$ cat src/sfd_pkg.sv
package sfd_pkg;

  localparam logic [7:0] HEADER_BYTE = 8'h61;
  localparam int STATUS_FIELDS = 7;
  // status field that carries the mode byte (frame byte 4)
  localparam int MODE_FIELD = 3;

  localparam logic [7:0] MODE_TASK     = 8'd1;
  localparam logic [7:0] MODE_REMOTE   = 8'd2;
  localparam logic [7:0] MODE_TAKEOVER = 8'd3;
  localparam logic [7:0] RESET_MODE    = MODE_TAKEOVER;

  localparam int TICK_W = 16;
  typedef logic [TICK_W-1:0] tick_t;

  localparam tick_t TAKEOVER_TICKS_RESET = 16'd500;
  localparam tick_t CANCEL_TICKS_RESET   = 16'd400;
  localparam tick_t ELAPSED_MAX          = 16'hFFFF;

  typedef enum logic {
    OP_BYTE = 1'b0,
    OP_TICK = 1'b1
  } op_e;

  typedef enum logic {
    CFG_TAKEOVER_TICKS = 1'b0,
    CFG_CANCEL_TICKS   = 1'b1
  } cfg_idx_e;

  typedef logic [STATUS_FIELDS-1:0][7:0] status_t;

  typedef struct packed {
    logic    is_tick;
    status_t status;
  } cmd_t;

  typedef struct packed {
    status_t status;
    logic    takeover;
    logic    cancel;
  } result_t;

  typedef struct packed {
    logic     we;
    cfg_idx_e index;
    tick_t    data;
  } cfg_wr_t;

endpackage

$ cat src/status_frame_deframer_takeover_events.sv
// Status frame deframer with debounced takeover and cancel events.
//
// Input queue side: present operation_i (0 byte, 1 tick) and rx_byte_i with
// push_i; a transfer happens on a clock edge with push_i high and full_o low.
// Result queue side: while empty_o is low the oldest result sits on the
// status and event ports; a transfer happens on an edge with pop_i high.
// A result appears only for a byte that completes a valid frame (header 0x61,
// 8-bit sum of the status bytes matches the checksum byte); ticks advance the
// debounce counters and give no result.
// A frame passes a queue entry, then the result register; items ahead delay it.
// Throughput: one item per cycle while full_o is low. A front stage keeps the
// byte window and checks it, a queue of QUEUE_DEPTH entries carries frames and
// ticks to a back stage that runs the debounce logic and holds one result register.
// When the result side stalls, the queue fills and full_o rises; ticks behind
// a held frame wait their turn so event timing stays in order.
// Reset clears the window, sets the counters saturated, the previous mode to
// 3 and the debounce registers to 500 and 400 ticks. Write cfg_we_i only
// while the block is idle.
module status_frame_deframer_takeover_events import sfd_pkg::*; #(
  parameter int FRAME_BYTES = 9,
  parameter int QUEUE_DEPTH = 2
) (
  input  logic              clk_i,
  input  logic              rst_ni,
  input  logic              push_i,
  output logic              full_o,
  input  logic              operation_i,
  input  logic [7:0]        rx_byte_i,
  output logic              empty_o,
  input  logic              pop_i,
  output logic [7:0]        active_task_o,
  output logic [7:0]        task_done_o,
  output logic [7:0]        vehicle_status_o,
  output logic [7:0]        mode_status_o,
  output logic [7:0]        battery_level_o,
  output logic [7:0]        brush_status_o,
  output logic [7:0]        charge_status_o,
  output logic              takeover_event_o,
  output logic              cancel_event_o,
  input  logic              cfg_we_i,
  input  logic              cfg_index_i,
  input  logic [TICK_W-1:0] cfg_data_i
);

  logic    queue_push, queue_full, head_valid, head_pop;
  cmd_t    queue_cmd, head_cmd;
  cfg_wr_t cfg;
  result_t result;

  assign cfg.we    = cfg_we_i;
  assign cfg.index = cfg_idx_e'(cfg_index_i);
  assign cfg.data  = cfg_data_i;

  sfd_front #(
    .FRAME_BYTES(FRAME_BYTES)
  ) u_front (
    .clk_i       (clk_i),
    .rst_ni      (rst_ni),
    .push_i      (push_i),
    .operation_i (operation_i),
    .rx_byte_i   (rx_byte_i),
    .queue_full_i(queue_full),
    .queue_push_o(queue_push),
    .queue_cmd_o (queue_cmd)
  );

  sfd_queue #(
    .DEPTH(QUEUE_DEPTH)
  ) u_queue (
    .clk_i  (clk_i),
    .rst_ni (rst_ni),
    .push_i (queue_push),
    .cmd_i  (queue_cmd),
    .full_o (queue_full),
    .valid_o(head_valid),
    .cmd_o  (head_cmd),
    .pop_i  (head_pop)
  );

  sfd_back u_back (
    .clk_i       (clk_i),
    .rst_ni      (rst_ni),
    .cfg_i       (cfg),
    .head_valid_i(head_valid),
    .head_cmd_i  (head_cmd),
    .head_pop_o  (head_pop),
    .pop_i       (pop_i),
    .empty_o     (empty_o),
    .result_o    (result)
  );

  assign full_o           = queue_full;
  assign active_task_o    = result.status[0];
  assign task_done_o      = result.status[1];
  assign vehicle_status_o = result.status[2];
  assign mode_status_o    = result.status[3];
  assign battery_level_o  = result.status[4];
  assign brush_status_o   = result.status[5];
  assign charge_status_o  = result.status[6];
  assign takeover_event_o = result.takeover;
  assign cancel_event_o   = result.cancel;

endmodule

$ cat src/sfd_front.sv
module sfd_front import sfd_pkg::*; #(
  parameter int FRAME_BYTES = 9
) (
  input  logic       clk_i,
  input  logic       rst_ni,
  input  logic       push_i,
  input  logic       operation_i,
  input  logic [7:0] rx_byte_i,
  input  logic       queue_full_i,
  output logic       queue_push_o,
  output cmd_t       queue_cmd_o
);

  localparam int FILL_W = $clog2(FRAME_BYTES + 1);
  localparam logic [FILL_W-1:0] FILL_FULL = FILL_W'(FRAME_BYTES);

  logic [FRAME_BYTES-1:0][7:0] win_q, win_d, win_shift;
  logic [FILL_W-1:0]           fill_q, fill_d, fill_shift;
  logic [7:0]                  sum;
  logic                        frame_ok;
  logic                        accept;
  op_e                         op;
  status_t                     status;

  assign accept = push_i & ~queue_full_i;
  assign op     = op_e'(operation_i);

  // window as it stands once the incoming byte is in; index 0 is the oldest
  always_comb begin
    for (int i = 0; i < FRAME_BYTES - 1; i++) begin
      win_shift[i] = win_q[i+1];
    end
    win_shift[FRAME_BYTES-1] = rx_byte_i;
    fill_shift = (fill_q == FILL_FULL) ? FILL_FULL : fill_q + FILL_W'(1);
  end

  always_comb begin
    sum = '0;
    for (int i = 1; i < FRAME_BYTES - 1; i++) begin
      sum = sum + win_shift[i];
    end
  end

  assign frame_ok = (fill_shift == FILL_FULL) && (win_shift[0] == HEADER_BYTE) &&
                    (sum == win_shift[FRAME_BYTES-1]);

  // fields that would hit the checksum or lie past the frame read as zero
  for (genvar k = 0; k < STATUS_FIELDS; k++) begin : g_status
    if (k + 2 < FRAME_BYTES) begin : g_in
      assign status[k] = win_shift[k+1];
    end else begin : g_out
      assign status[k] = '0;
    end
  end

  always_comb begin
    win_d               = win_q;
    fill_d              = fill_q;
    queue_push_o        = 1'b0;
    queue_cmd_o.is_tick = (op == OP_TICK);
    queue_cmd_o.status  = status;
    if (accept) begin
      unique case (op)
        OP_TICK: queue_push_o = 1'b1;
        OP_BYTE: begin
          if (frame_ok) begin
            queue_push_o = 1'b1;
            win_d        = '0;
            fill_d       = '0;
          end else begin
            win_d  = win_shift;
            fill_d = fill_shift;
          end
        end
      endcase
    end
  end

  always_ff @(posedge clk_i or negedge rst_ni) begin
    if (!rst_ni) begin
      win_q  <= '0;
      fill_q <= '0;
    end else begin
      win_q  <= win_d;
      fill_q <= fill_d;
    end
  end

endmodule

$ cat src/sfd_queue.sv
module sfd_queue import sfd_pkg::*; #(
  parameter int DEPTH = 2
) (
  input  logic clk_i,
  input  logic rst_ni,
  input  logic push_i,
  input  cmd_t cmd_i,
  output logic full_o,
  output logic valid_o,
  output cmd_t cmd_o,
  input  logic pop_i
);

  localparam int PTR_W = (DEPTH > 1) ? $clog2(DEPTH) : 1;
  localparam int CNT_W = $clog2(DEPTH + 1);
  localparam logic [PTR_W-1:0] PTR_LAST = PTR_W'(DEPTH - 1);
  localparam logic [CNT_W-1:0] CNT_FULL = CNT_W'(DEPTH);

  cmd_t              mem_q [DEPTH];
  logic [PTR_W-1:0]  wr_ptr_q, wr_ptr_d, rd_ptr_q, rd_ptr_d;
  logic [CNT_W-1:0]  count_q, count_d;
  logic              wr, rd;

  assign full_o  = (count_q == CNT_FULL);
  assign valid_o = (count_q != '0);
  assign cmd_o   = mem_q[rd_ptr_q];
  assign wr      = push_i & ~full_o;
  assign rd      = pop_i & valid_o;

  always_comb begin
    wr_ptr_d = wr_ptr_q;
    rd_ptr_d = rd_ptr_q;
    count_d  = count_q;
    if (wr) begin
      wr_ptr_d = (wr_ptr_q == PTR_LAST) ? '0 : wr_ptr_q + PTR_W'(1);
    end
    if (rd) begin
      rd_ptr_d = (rd_ptr_q == PTR_LAST) ? '0 : rd_ptr_q + PTR_W'(1);
    end
    if (wr && !rd) begin
      count_d = count_q + CNT_W'(1);
    end else if (rd && !wr) begin
      count_d = count_q - CNT_W'(1);
    end
  end

  always_ff @(posedge clk_i) begin
    if (wr) begin
      mem_q[wr_ptr_q] <= cmd_i;
    end
  end

  always_ff @(posedge clk_i or negedge rst_ni) begin
    if (!rst_ni) begin
      wr_ptr_q <= '0;
      rd_ptr_q <= '0;
      count_q  <= '0;
    end else begin
      wr_ptr_q <= wr_ptr_d;
      rd_ptr_q <= rd_ptr_d;
      count_q  <= count_d;
    end
  end

endmodule

$ cat src/sfd_back.sv
module sfd_back import sfd_pkg::*; (
  input  logic    clk_i,
  input  logic    rst_ni,
  input  cfg_wr_t cfg_i,
  input  logic    head_valid_i,
  input  cmd_t    head_cmd_i,
  output logic    head_pop_o,
  input  logic    pop_i,
  output logic    empty_o,
  output result_t result_o
);

  tick_t      takeover_ticks_q, cancel_ticks_q;
  tick_t      takeover_elapsed_q, takeover_elapsed_d;
  tick_t      cancel_elapsed_q, cancel_elapsed_d;
  logic [7:0] prev_mode_q, prev_mode_d;
  logic       out_valid_q, out_valid_d;
  result_t    out_q, out_d;
  logic       out_transfer;
  logic       frame_take, tick_take;
  logic [7:0] mode;
  logic       takeover_fire, cancel_fire;

  assign out_transfer = pop_i & out_valid_q;
  assign head_pop_o   = head_valid_i & (head_cmd_i.is_tick | ~out_valid_q | out_transfer);
  assign tick_take    = head_pop_o & head_cmd_i.is_tick;
  assign frame_take   = head_pop_o & ~head_cmd_i.is_tick;

  assign mode = head_cmd_i.status[MODE_FIELD];

  assign takeover_fire = (prev_mode_q == MODE_REMOTE) && (mode == MODE_TAKEOVER) &&
                         (takeover_elapsed_q >= takeover_ticks_q);
  assign cancel_fire   = ((prev_mode_q == MODE_TASK) || (prev_mode_q == MODE_TAKEOVER)) &&
                         (mode == MODE_REMOTE) && (cancel_elapsed_q >= cancel_ticks_q);

  always_comb begin
    takeover_elapsed_d = takeover_elapsed_q;
    cancel_elapsed_d   = cancel_elapsed_q;
    prev_mode_d        = prev_mode_q;
    out_valid_d        = out_valid_q & ~out_transfer;
    out_d              = out_q;
    if (tick_take) begin
      // saturate at the top
      if (takeover_elapsed_q != ELAPSED_MAX) begin
        takeover_elapsed_d = takeover_elapsed_q + TICK_W'(1);
      end
      if (cancel_elapsed_q != ELAPSED_MAX) begin
        cancel_elapsed_d = cancel_elapsed_q + TICK_W'(1);
      end
    end
    if (frame_take) begin
      if (takeover_fire) begin
        takeover_elapsed_d = '0;
      end
      if (cancel_fire) begin
        cancel_elapsed_d = '0;
      end
      prev_mode_d     = mode;
      out_valid_d     = 1'b1;
      out_d.status    = head_cmd_i.status;
      out_d.takeover  = takeover_fire;
      out_d.cancel    = cancel_fire;
    end
  end

  always_ff @(posedge clk_i or negedge rst_ni) begin
    if (!rst_ni) begin
      takeover_ticks_q <= TAKEOVER_TICKS_RESET;
      cancel_ticks_q   <= CANCEL_TICKS_RESET;
    end else if (cfg_i.we) begin
      unique case (cfg_i.index)
        CFG_TAKEOVER_TICKS: takeover_ticks_q <= cfg_i.data;
        CFG_CANCEL_TICKS:   cancel_ticks_q   <= cfg_i.data;
      endcase
    end
  end

  always_ff @(posedge clk_i or negedge rst_ni) begin
    if (!rst_ni) begin
      takeover_elapsed_q <= ELAPSED_MAX;
      cancel_elapsed_q   <= ELAPSED_MAX;
      prev_mode_q        <= RESET_MODE;
      out_valid_q        <= 1'b0;
    end else begin
      takeover_elapsed_q <= takeover_elapsed_d;
      cancel_elapsed_q   <= cancel_elapsed_d;
      prev_mode_q        <= prev_mode_d;
      out_valid_q        <= out_valid_d;
    end
  end

  always_ff @(posedge clk_i) begin
    out_q <= out_d;
  end

  assign empty_o  = ~out_valid_q;
  assign result_o = out_q;

`ifndef NO_ASSERTIONS
  a_no_overwrite: assert property (@(posedge clk_i) disable iff (!rst_ni)
    (out_valid_q && !pop_i) |-> !frame_take)
    else $error("frame taken while result slot is held");

  a_events_exclusive: assert property (@(posedge clk_i) disable iff (!rst_ni)
    out_valid_q |-> !(out_q.takeover && out_q.cancel))
    else $error("takeover and cancel raised together");

  a_takeover_restart: assert property (@(posedge clk_i) disable iff (!rst_ni)
    (frame_take && takeover_fire) |=> (takeover_elapsed_q == '0))
    else $error("takeover counter not restarted after event");
`endif

endmodule
$ cat config.mk
export PLATFORM = sky130hd
export DESIGN_NAME = status_frame_deframer_takeover_events
export DESIGN_NICKNAME = d
export VERILOG_FILES = /design/src/sfd_pkg.sv /design/src/status_frame_deframer_takeover_events.sv /design/src/sfd_front.sv /design/src/sfd_queue.sv /design/src/sfd_back.sv
export SDC_FILE = /design/constraint.sdc
export NUM_CORES = 1
export LEC_CHECK = 0
export BUFFER_PORTS_ARGS = -buffer_cell sky130_fd_sc_hd__buf_2
export CAP_MARGIN = 40
export CORE_MARGIN = 2
export CORE_UTILIZATION = 25
export DETAILED_ROUTE_END_ITERATION = 10
export HOLD_SLACK_MARGIN = 0.03
export PLACE_DENSITY = 0.47
export SLEW_MARGIN = 15
export SYNTH_ARGS = -nofsm -noshare
export SYNTH_HDL_FRONTEND = slang
export SYNTH_SLANG_ARGS = --single-unit
$ cat constraint.sdc
create_clock -name clk_i -period 15.7 [get_ports clk_i]
set_input_delay 2.355 -clock clk_i [delete_from_list [all_inputs] [get_ports clk_i]]
set_output_delay 2.355 -clock clk_i [all_outputs]
set_load 0.1 [all_outputs]
==> metrics.txt, run 1 <==
row cnt 87; met2 GRT Util 0.173; CTS clock-pin slew for the worst setup and hold paths 0.06 ns; Setup crit end kind flip-flop; Clock Latency Late Sink 0.54 ns; Nets 1,277; vias 8,178; Core Region 56,200 µm²; Adder-Cell Fraction of Synth Area 0.0841; Via density 4.19; largest net degree at the start of global routing 75; Max Cap Viol 0; Final Max Slew Viols 0; main combinational cell family by area after synthesis simple AND/OR/NAND/NOR gates; H-tree depth 2; worst endpoint required time 15.84 ns; compound-gate portion of the synthesized area 0.0308; GR Util met3 0.0207; Detailed Place HPWL 21.8 mm; CP Launch Type flip-flop; Seq cells post-synth 317; EDFF count, synth 172; register area share after synthesis 0.625; final setup fails 0; Critical Setup Path Class reg2reg; distinct cell type count after synthesis 43; WP data arrival 6.21 ns; TritonCTS Buffers 34; Clock Path Buffers 3; hold bufs inserted after CTS 0; io pins 91; status finished, final reports clean; Worst Hold Class reg2reg; CTS tree built; Syn Nets 1,171; RePlAce Congestion 0.750; setup TNS 0 ns; initial antenna violation count 3; post-CTS setup buffer count 0; most common cell after layout, fill and taps aside edfxtp_1; root buffer cell clkbuf_16; Total Wirelength 32.1 mm; initial core utilization 0.252; Setup Skew 0.0412 ns; Initial DRT Pass Iterations 4; DRC viols 0; drt wl/cell 16.5 µm; Die ar. 58,600 µm²; area delta synth->final 18.6%; Final ANT Viol Nets 0; # resized after CTS 0; Rel. slew slack 0.452; fin crit period 6.07 ns; syn_area_per_cell 13.3 µm²; number of port buffers 90; DR iter-0 viols 345; mux contribution to synthesized area 0.0672; Post-Synth XOR/XNOR Area 0.0340; synth warn 0; die height 242 µm; met1 Usage GRT 0.154; Final period util 0.387; GRT Residual Overflow 0; clk sinks 317; RSZ-0062 raised after global routing no; fraction of registers with async set/reset 0.457; first-pass GRT wire length 50.6 mm; number of global-route vias before repair 8,429; Top Usage Layer GRT met2; most frequent cells in the layout 172 x edfxtp_1, 158 x nand2_1, 101 x dfrtp_1; share of layout cells above drive strength 1 0.276; fmax 0.165 GHz; Chip Width 242 µm; Cell Area, Synth 14,200 µm²; worst slew pin tran 0.823 ns; simple-gate portion of the synthesized area 0.126; Max FO, Critical Path 33; Top FF cell, synth edfxtp_1; total track usage 0.110; Synth Instances 1,064; Hold Vio Cnt, Final 0
[critical path, cell delays in order (launching register included)]
cell and delay [ns]:
dfrtp_1 0.44, fa_1 0.55, inv_1 0.05, fa_1 0.50
fa_1 0.56, inv_1 0.06, fa_1 0.51, ha_1 0.31
a211oi_1 0.22, nor2_1 0.10, a21o_1 0.18, a21oi_1 0.18
xnor2_1 0.09, or3_4 0.42, a21oi_4 0.20, and2_2 0.71
buf_4 0.57
[state kept, by name, indices dropped and copies added, names as in the netlist]
register,cells
u_front.queue_cmd_o,56
u_front.fill_q,4
u_back.out_valid_q,1
u_front.win_q,8
u_back.result_o,58
u_back.takeover_ticks_q,16
u_back.cancel_elapsed_q,16
u_queue.rd_ptr_q,1
u_back.takeover_elapsed_q,16
u_back.cancel_ticks_q,16
u_queue.mem_q,114
u_queue.wr_ptr_q,1
u_queue.count_q,2
u_back.prev_mode_q,8
[Yosys cell counts, types with 28 or more instances]
master | count | area, µm²
fa_1 | 32 | 641
dfrtp_1 | 102 | 2550
nor2_1 | 48 | 180
xor2_1 | 28 | 245
nand3_1 | 44 | 220
edfxtp_1 | 172 | 5160
dfstp_2 | 43 | 1130
nand2_1 | 158 | 593
mux2_2 | 81 | 912
ha_1 | 44 | 551
inv_1 | 76 | 285
nand3_2 | 40 | 400
[layout make-up]
type / count / area, µm²
Timing Repair Buffer: 106 / 678
Clock buffer: 43 / 916
Fill cell: 5756 / 39400
Clock inverter: 18 / 244
Inverter: 76 / 285
Tap cell: 756 / 946
Sequential cell: 317 / 8850
Antenna cell: 1 / 2.50
Multi-Input combinational cell: 635 / 4880
[logic make-up after synthesis]
kind of cell | Yosys count
and+or+nand+nor | 347
DFF | 317
buffers and inverters | 112
muxes | 85
adders and majority gates | 76
AOI/OAI and AO/OA | 72
xor gates and xnor gates | 55
[metrics by stage]
stage	hold slack, ns	cells	setup WS [ns]	util	cell area, µm²
2_1_floorplan	0.431	1064	8.39	-	14200
3_3_place_gp	0.448	1883	9.48	0.276	15500
3_5_place_dp	0.452	1890	9.60	0.278	15600
4_1_cts	0.467	1951	9.52	0.299	16800
5_1_grt	0.498	1951	9.31	0.299	16800
6_report	0.464	1952	9.63	0.299	16800
[metal layers]
metal | part of all wire | routed length [µm] | vias up
met2 | 0.46 | 14900 | 103
li1 | - | - | 3902
met1 | 0.48 | 15400 | 4121
met4 | 0.024 | 782 | 4
met3 | 0.033 | 1060 | 48
met5 | 0.00065 | 21 | -
[final timing paths]
kind | from | to | slack, ns | depth (start not counted)
worst max-delay path | u_front.queue_cmd_o[2]$_DFFE_PN0P_ | u_queue.mem_q[1][23]$_DFFE_PP_ | 9.63 | 16
worst min-delay path | u_front.win_q[13]$_DFFE_PN0P_ | u_front.win_q[13]$_DFFE_PN0P_ | 0.46 | 2
worst max register to register | u_front.queue_cmd_o[2]$_DFFE_PN0P_ | u_queue.mem_q[1][23]$_DFFE_PP_ | 9.63 | 16
worst min register to register | u_front.win_q[13]$_DFFE_PN0P_ | u_front.win_q[13]$_DFFE_PN0P_ | 0.46 | 2
max in group asynchronous | rst_ni | u_queue.rd_ptr_q$_DFFE_PN0P_ | 13.04 | 2
min in group asynchronous | rst_ni | u_back.takeover_ticks_q[9]$_DFFE_PN0P_ | 1.69 | 1
Power of run 1 is left out: the tool's default activity adds up to more than one toggle a clock period on the data nets, which glitch-free logic cannot reach.
==> inputs of run 2 (changes only) <==
Settings changed: PLACE_DENSITY 0.47 to 0.48.
Clock period 15.7 ns to 5.2 ns, I/O delays scaled along.
==> metrics.txt, run 2 (synthesis gave the netlist of run 1 again) <==
WP data arrival 5.17 ns (was 6.21 ns); Top Usage Layer GRT met2 (unchanged); Via density 4.16 (was 4.19); fmax 0.202 GHz (was 0.165 GHz); Rel. slew slack 0.489 (was 0.452); R2R cell count 14 (was 16); TritonCTS Buffers 35 (was 34); initial core utilization 0.252 (unchanged); dpl ws 0.175 ns (was 9.60 ns); max reg flops 114 (unchanged); Final ANT Viol Nets 0 (unchanged); worst slew pin tran 0.759 ns (was 0.823 ns); CP Launch Type flip-flop (unchanged); Final period util 0.953 (was 0.387); largest net degree at the start of global routing 67 (was 75); fin crit period 4.95 ns (was 6.07 ns); post-layout util 0.300 (was 0.299); Setup crit end kind flip-flop (unchanged); hold bufs inserted after CTS 0 (unchanged); Crit Reg-Reg Startpoint u_front.queue_cmd_o[26]$_DFFE_PN0P_ (was u_front.queue_cmd_o[2]$_DFFE_PN0P_); most frequent cells in the layout 172 x edfxtp_1, 158 x nand2_1, 101 x dfrtp_1 (unchanged); Max FO, Critical Path 37 (was 33); Worst R2R Setup Slack 0.25 ns (was 9.63 ns); clk sinks 317 (unchanged); register name with the most flops u_queue.mem_q (unchanged); number of port buffers 90 (unchanged); number of global-route vias before repair 8,576 (was 8,429); root buffer cell clkbuf_16 (unchanged); Nets 1,290 (was 1,277); status finished, final reports clean (unchanged); Critical Setup Path Class reg2reg (unchanged); Setup Skew 0.0207 ns (was 0.0412 ns); worst endpoint required time 5.42 ns (was 15.84 ns); share of layout cells above drive strength 1 0.288 (was 0.276); H-tree depth 2 (unchanged); Clock Path Buffers 3 (unchanged); ant diodes 0 (was 1); # resized after CTS 0 (unchanged); final instance area 16,800 µm² (about the same); RSZ-0062 raised after global routing no (unchanged); met1 Usage GRT 0.160 (was 0.154); CTS tree built (unchanged); Placed Instance Area 15,700 µm² (was 15,600 µm²); most common cell after layout, fill and taps aside edfxtp_1 (unchanged); first-pass GRT wire length 51.6 mm (was 50.6 mm); final setup fails 0 (unchanged); DR iter-0 viols 413 (was 345); met2 GRT Util 0.173 (about the same); row cnt 87 (unchanged); io pins 91 (unchanged); Detailed Place HPWL 22.3 mm (was 21.8 mm); RePlAce Congestion 0.764 (was 0.750); Total Wirelength 32.3 mm (was 32.1 mm); initial antenna violation count 2 (was 3); GRT Residual Overflow 0 (unchanged); Chip Width 242 µm (unchanged); Initial DRT Pass Iterations 7 (was 4); final worst slack 0.246 ns (was 9.63 ns); Max Cap Viol 0 (unchanged); Clock Latency Late Sink 0.54 ns (about the same); GR Util met3 0.0219 (was 0.0207); Worst Hold Class in2async (was reg2reg); total track usage 0.112 (was 0.110); vias 8,171 (was 8,178); post-CTS setup buffer count 0 (unchanged); drt wl/cell 16.4 µm (was 16.5 µm); reg-to-reg critical path endpoint u_queue.mem_q[0][38]$_DFFE_PP_ (was u_queue.mem_q[1][23]$_DFFE_PP_); area delta synth->final 19.0% (was 18.6%); die height 242 µm (unchanged); DRC viols 0 (unchanged); Core Region 56,200 µm² (unchanged); CTS clock-pin slew for the worst setup and hold paths 0.06 ns (about the same); Hold Vio Cnt, Final 0 (unchanged); Die ar. 58,600 µm² (unchanged); Final Max Slew Viols 0 (unchanged)
-- run 2: changes by cell type in the layout (fill, tap and decap cells not counted), sizes merged --
cell      before  now
clkbuf        43   51
buf          106  118
bufinv         5    1
clkinv        10    9
clkinvlp       2    0
inv           77   79
diode          1    0
-- run 2: critical path, stage by stage, from the launching register on --
cell	delay [ns]
dfrtp_1	0.46
fa_1	0.53
inv_1	0.06
fa_1	0.48
fa_1	0.49
inv_1	0.05
fa_1	0.52
fa_2	0.45
xor2_1	0.15
nor4_1	0.17
nand4b_1	0.14
or3_4	0.44
a21oi_4	0.17
nor2b_4	0.21
buf_12	0.24
-- run 2: final cells by class --
cell class | count | area, µm²
multi-input cells | 635 | 4910
fillers | 5704 | 39300
clock inverters | 13 | 140
flip-flops and latches | 317 | 8850
repair buffers | 118 | 748
well taps | 756 | 946
clock buffers | 51 | 966
inverters | 76 | 285
-- run 2: metal layers --
metal | routed length [µm] | vias to the layer above
li1 | - | 3936
met4 | 659 | 2
met1 | 15600 | 4072
met2 | 14600 | 122
met3 | 1350 | 39
met5 | 8 | -
-- run 2: worst max-delay path by stage --
stage,cells past startpoint,start,end
floorplan,14,u_front.queue_cmd_o[42]$_DFFE_PN0P_,u_queue.mem_q[0][0]$_DFFE_PP_
global placement,14,u_front.queue_cmd_o[26]$_DFFE_PN0P_,u_queue.mem_q[0][43]$_DFFE_PP_
detailed placement,16,u_front.queue_cmd_o[26]$_DFFE_PN0P_,u_queue.mem_q[1][46]$_DFFE_PP_
CTS,14,u_front.queue_cmd_o[26]$_DFFE_PN0P_,u_queue.mem_q[1][41]$_DFFE_PP_
global route,16,u_front.queue_cmd_o[26]$_DFFE_PN0P_,u_queue.mem_q[1][15]$_DFFE_PP_
finish,14,u_front.queue_cmd_o[26]$_DFFE_PN0P_,u_queue.mem_q[0][38]$_DFFE_PP_
-- run 2: per-stage QoR --
step | instances | TNS (ns) | hold slack [ns]
after global placement | 1900 | 0 | 0.447
after floorplan | 1064 | -9.00 | 0.431
final | 1966 | 0 | 0.287
after detailed placement | 1901 | 0 | 0.460
after global routing | 1966 | 0 | 0.310
after CTS | 1965 | 0 | 0.281
Power of run 2 is left out for the same reason.
==> inputs of run 3 (changes only) <==
Settings changed: CORE_UTILIZATION 25 to 61, PLACE_DENSITY 0.48 to 0.87, RECOVER_POWER from default to 100.
Clock period 5.2 ns to 4.7 ns, I/O delays scaled along.
==> metrics.txt, run 3 (synthesis gave the netlist of run 1 again) <==
most common cell after layout, fill and taps aside edfxtp_1 (unchanged); io pins 91 (unchanged); hold bufs inserted after CTS 0 (unchanged); Detailed Place HPWL 20.1 mm (was 22.3 mm); final setup fails 183 (was 0); initial antenna violation count 0 (was 2); worst slew pin tran 3.58 ns (was 0.759 ns); Initial DRT Pass Iterations 7 (unchanged); RSZ-0062 raised after global routing yes (was no); Clock Latency Late Sink 0.56 ns (was 0.54 ns); max reg flops 114 (unchanged); Critical Setup Path Class reg2reg (unchanged); DRC viols 0 (unchanged); Via density 6.22 (was 4.16); Setup crit end kind flip-flop (unchanged); CP top delay family adder cells (unchanged); Core Region 22,700 µm² (was 56,200 µm²); H-tree depth 1 (was 2); TritonCTS Buffers 30 (was 35); Chip Width 156 µm (was 242 µm); final worst slack -0.565 ns (was 0.246 ns); GR Util met3 0.0523 (was 0.0219); CTS clock-pin slew for the worst setup and hold paths 0.07 ns (was 0.06 ns); Max Cap Viol 2 (was 0); setup TNS -76.91 ns (was 0 ns); Nets 1,337 (was 1,290); Final Max Slew Viols 100 (was 0); Worst Hold Class in2reg (was in2async); Clock Path Buffers 3 (unchanged); largest net degree at the start of global routing 67 (unchanged); multi-input logic area 4960 µm² (was 4910 µm²); Top Usage Layer GRT met2 (unchanged); Critical-path top delay cell fa_2 (was fa_1); # fillers 1,330 (was 5,704); status finished with violations (was finished, final reports clean); ant diodes 0 (unchanged); most frequent cells in the layout 172 x edfxtp_1, 158 x nand2_1, 111 x clkbuf_1 (was 172 x edfxtp_1, 158 x nand2_1, 101 x dfrtp_1); CP bufs+invs 3 (unchanged); Total Wirelength 35.9 mm (was 32.3 mm); area delta synth->final 16.8% (was 19.0%); Final ANT Viol Nets 0 (unchanged); clk sinks 317 (unchanged); worst path cell trace fa_1 > inv_2 > fa_2 > fa_1 > inv_2 > fa_2 > fa_2 > xor2_1 > nor4_1 > nand4b_1 > or3_4 > a21oi_4 > buf_4 > ha_2 > xor2_1 > nor2_2 > xor2_1 (was fa_1 > inv_1 > fa_1 > fa_1 > inv_1 > fa_1 > fa_2 > xor2_1 > nor4_1 > nand4b_1 > or3_4 > a21oi_4 > nor2b_4 > buf_12); met1 Usage GRT 0.366 (was 0.160); register name with the most flops u_queue.mem_q (unchanged); WP data arrival 5.71 ns (was 5.17 ns); crit-path max cell delay 0.60 ns (was 0.53 ns); share of layout cells above drive strength 1 0.226 (was 0.288); Setup Skew 0.0179 ns (was 0.0207 ns); fmax 0.190 GHz (was 0.202 GHz); vias 9,566 (was 8,171); drt wl/cell 23.3 µm (was 16.4 µm); Hold Vio Cnt, Final 0 (unchanged); RePlAce Congestion 0.883 (was 0.764); Register Area 8850 µm² (about the same); GRT Residual Overflow 0 (unchanged); Final period util 1.12 (was 0.953); DR iter-0 viols 1,001 (was 413); fin crit period 5.27 ns (was 4.95 ns); initial core utilization 0.623 (was 0.252); Rel. slew slack -1.39 (was 0.489); Die ar. 24,400 µm² (was 58,600 µm²); first-pass GRT wire length 50.5 mm (was 51.6 mm); CTS tree built (unchanged); total track usage 0.267 (was 0.112); met2 GRT Util 0.436 (was 0.173); worst endpoint required time 5.14 ns (was 5.42 ns); failing checks capacitance limit, slew limit, setup timing; Max FO, Critical Path 3 (was 37); number of global-route vias before repair 9,190 (was 8,576); row cnt 55 (was 87); root buffer cell clkbuf_16 (unchanged); number of port buffers 90 (unchanged); die height 156 µm (was 242 µm); CP Launch Type flip-flop (unchanged)
## run 3: changes by cell type in the layout (fill, tap and decap cells not counted), sizes merged
| cell | before | now |
|---|---|---|
| clkinv | 9 | 7 |
| clkinvlp | 0 | 1 |
| inv | 79 | 78 |
| clkbuf | 51 | 158 |
| buf | 118 | 56 |
| bufinv | 1 | 2 |
## run 3: per-stage QoR
| step | cells | instance area, µm² | setup WS, ns | hold slack (ns) | util |
|---|---|---|---|---|---|
| 3_3_place_gp | 1465 | 15400 | -0.249 | 0.453 | 0.677 |
| 4_1_cts | 1527 | 16500 | -0.335 | 0.175 | 0.727 |
| 3_5_place_dp | 1465 | 15400 | -0.387 | 0.459 | 0.677 |
| 6_report | 1539 | 16500 | -0.565 | 0.395 | 0.728 |
| 2_1_floorplan | 1064 | 14200 | -0.651 | 0.409 | - |
| 5_1_grt | 1539 | 16500 | -0.667 | 0.397 | 0.728 |
## run 3: final timing paths
check | from | end | slack, ns | cells past startpoint
min | cfg_data_i[2] | u_back.takeover_ticks_q[2]$_DFFE_PN1P_ | 0.40 | 3
max in group asynchronous | rst_ni | u_front.queue_cmd_o[22]$_DFFE_PN0P_ | 0.75 | 2
max reg2reg | u_front.queue_cmd_o[26]$_DFFE_PN0P_ | u_queue.count_q[1]$_DFFE_PN0P_ | -0.57 | 17
min in group asynchronous | rst_ni | u_back.cancel_ticks_q[5]$_DFFE_PN0P_ | 1.38 | 1
max | u_front.queue_cmd_o[26]$_DFFE_PN0P_ | u_queue.count_q[1]$_DFFE_PN0P_ | -0.57 | 17
min reg2reg | u_back.cancel_ticks_q[5]$_DFFE_PN0P_ | u_back.cancel_ticks_q[5]$_DFFE_PN0P_ | 0.51 | 1
## run 3: timing repair
item | 4_1_cts | 5_1_grt
pin swaps | 1 | 14
gates cloned | 2 | 9
setup buffers | 4 | 4
resized for setup | 15 | 18
endpoints found under the setup margin | 181 | 183
## run 3: routing by layer
metal  vias up  routed length (µm)
met1      4748               13500
met3       171                3200
met5         -                   0
met4         0                2170
met2       626               17000
li1       4021                   -
## run 3: worst reg2reg max path, cell delays in order, from the launching register on
cell      delay [ns]
dfrtp_1         0.41
fa_1            0.58
inv_2           0.06
fa_2            0.49
fa_1            0.54
inv_2           0.05
fa_2            0.60
fa_2            0.46
xor2_1          0.15
nor4_1          0.29
nand4b_1        0.17
or3_4           0.40
a21oi_4         0.19
buf_4           0.15
ha_2            0.17
xor2_1          0.22
nor2_2          0.06
xor2_1          0.14
## run 3: final cells by class
type                       count  share of cell area
multi-input combinational    635               0.300
clock buffer                  44              0.0511
inverter                      76              0.0172
timing repair buffer         170              0.0683
sequential                   317               0.535
tap                          285              0.0216
clock inverter                12             0.00719
Power of run 3 is left out for the same reason.
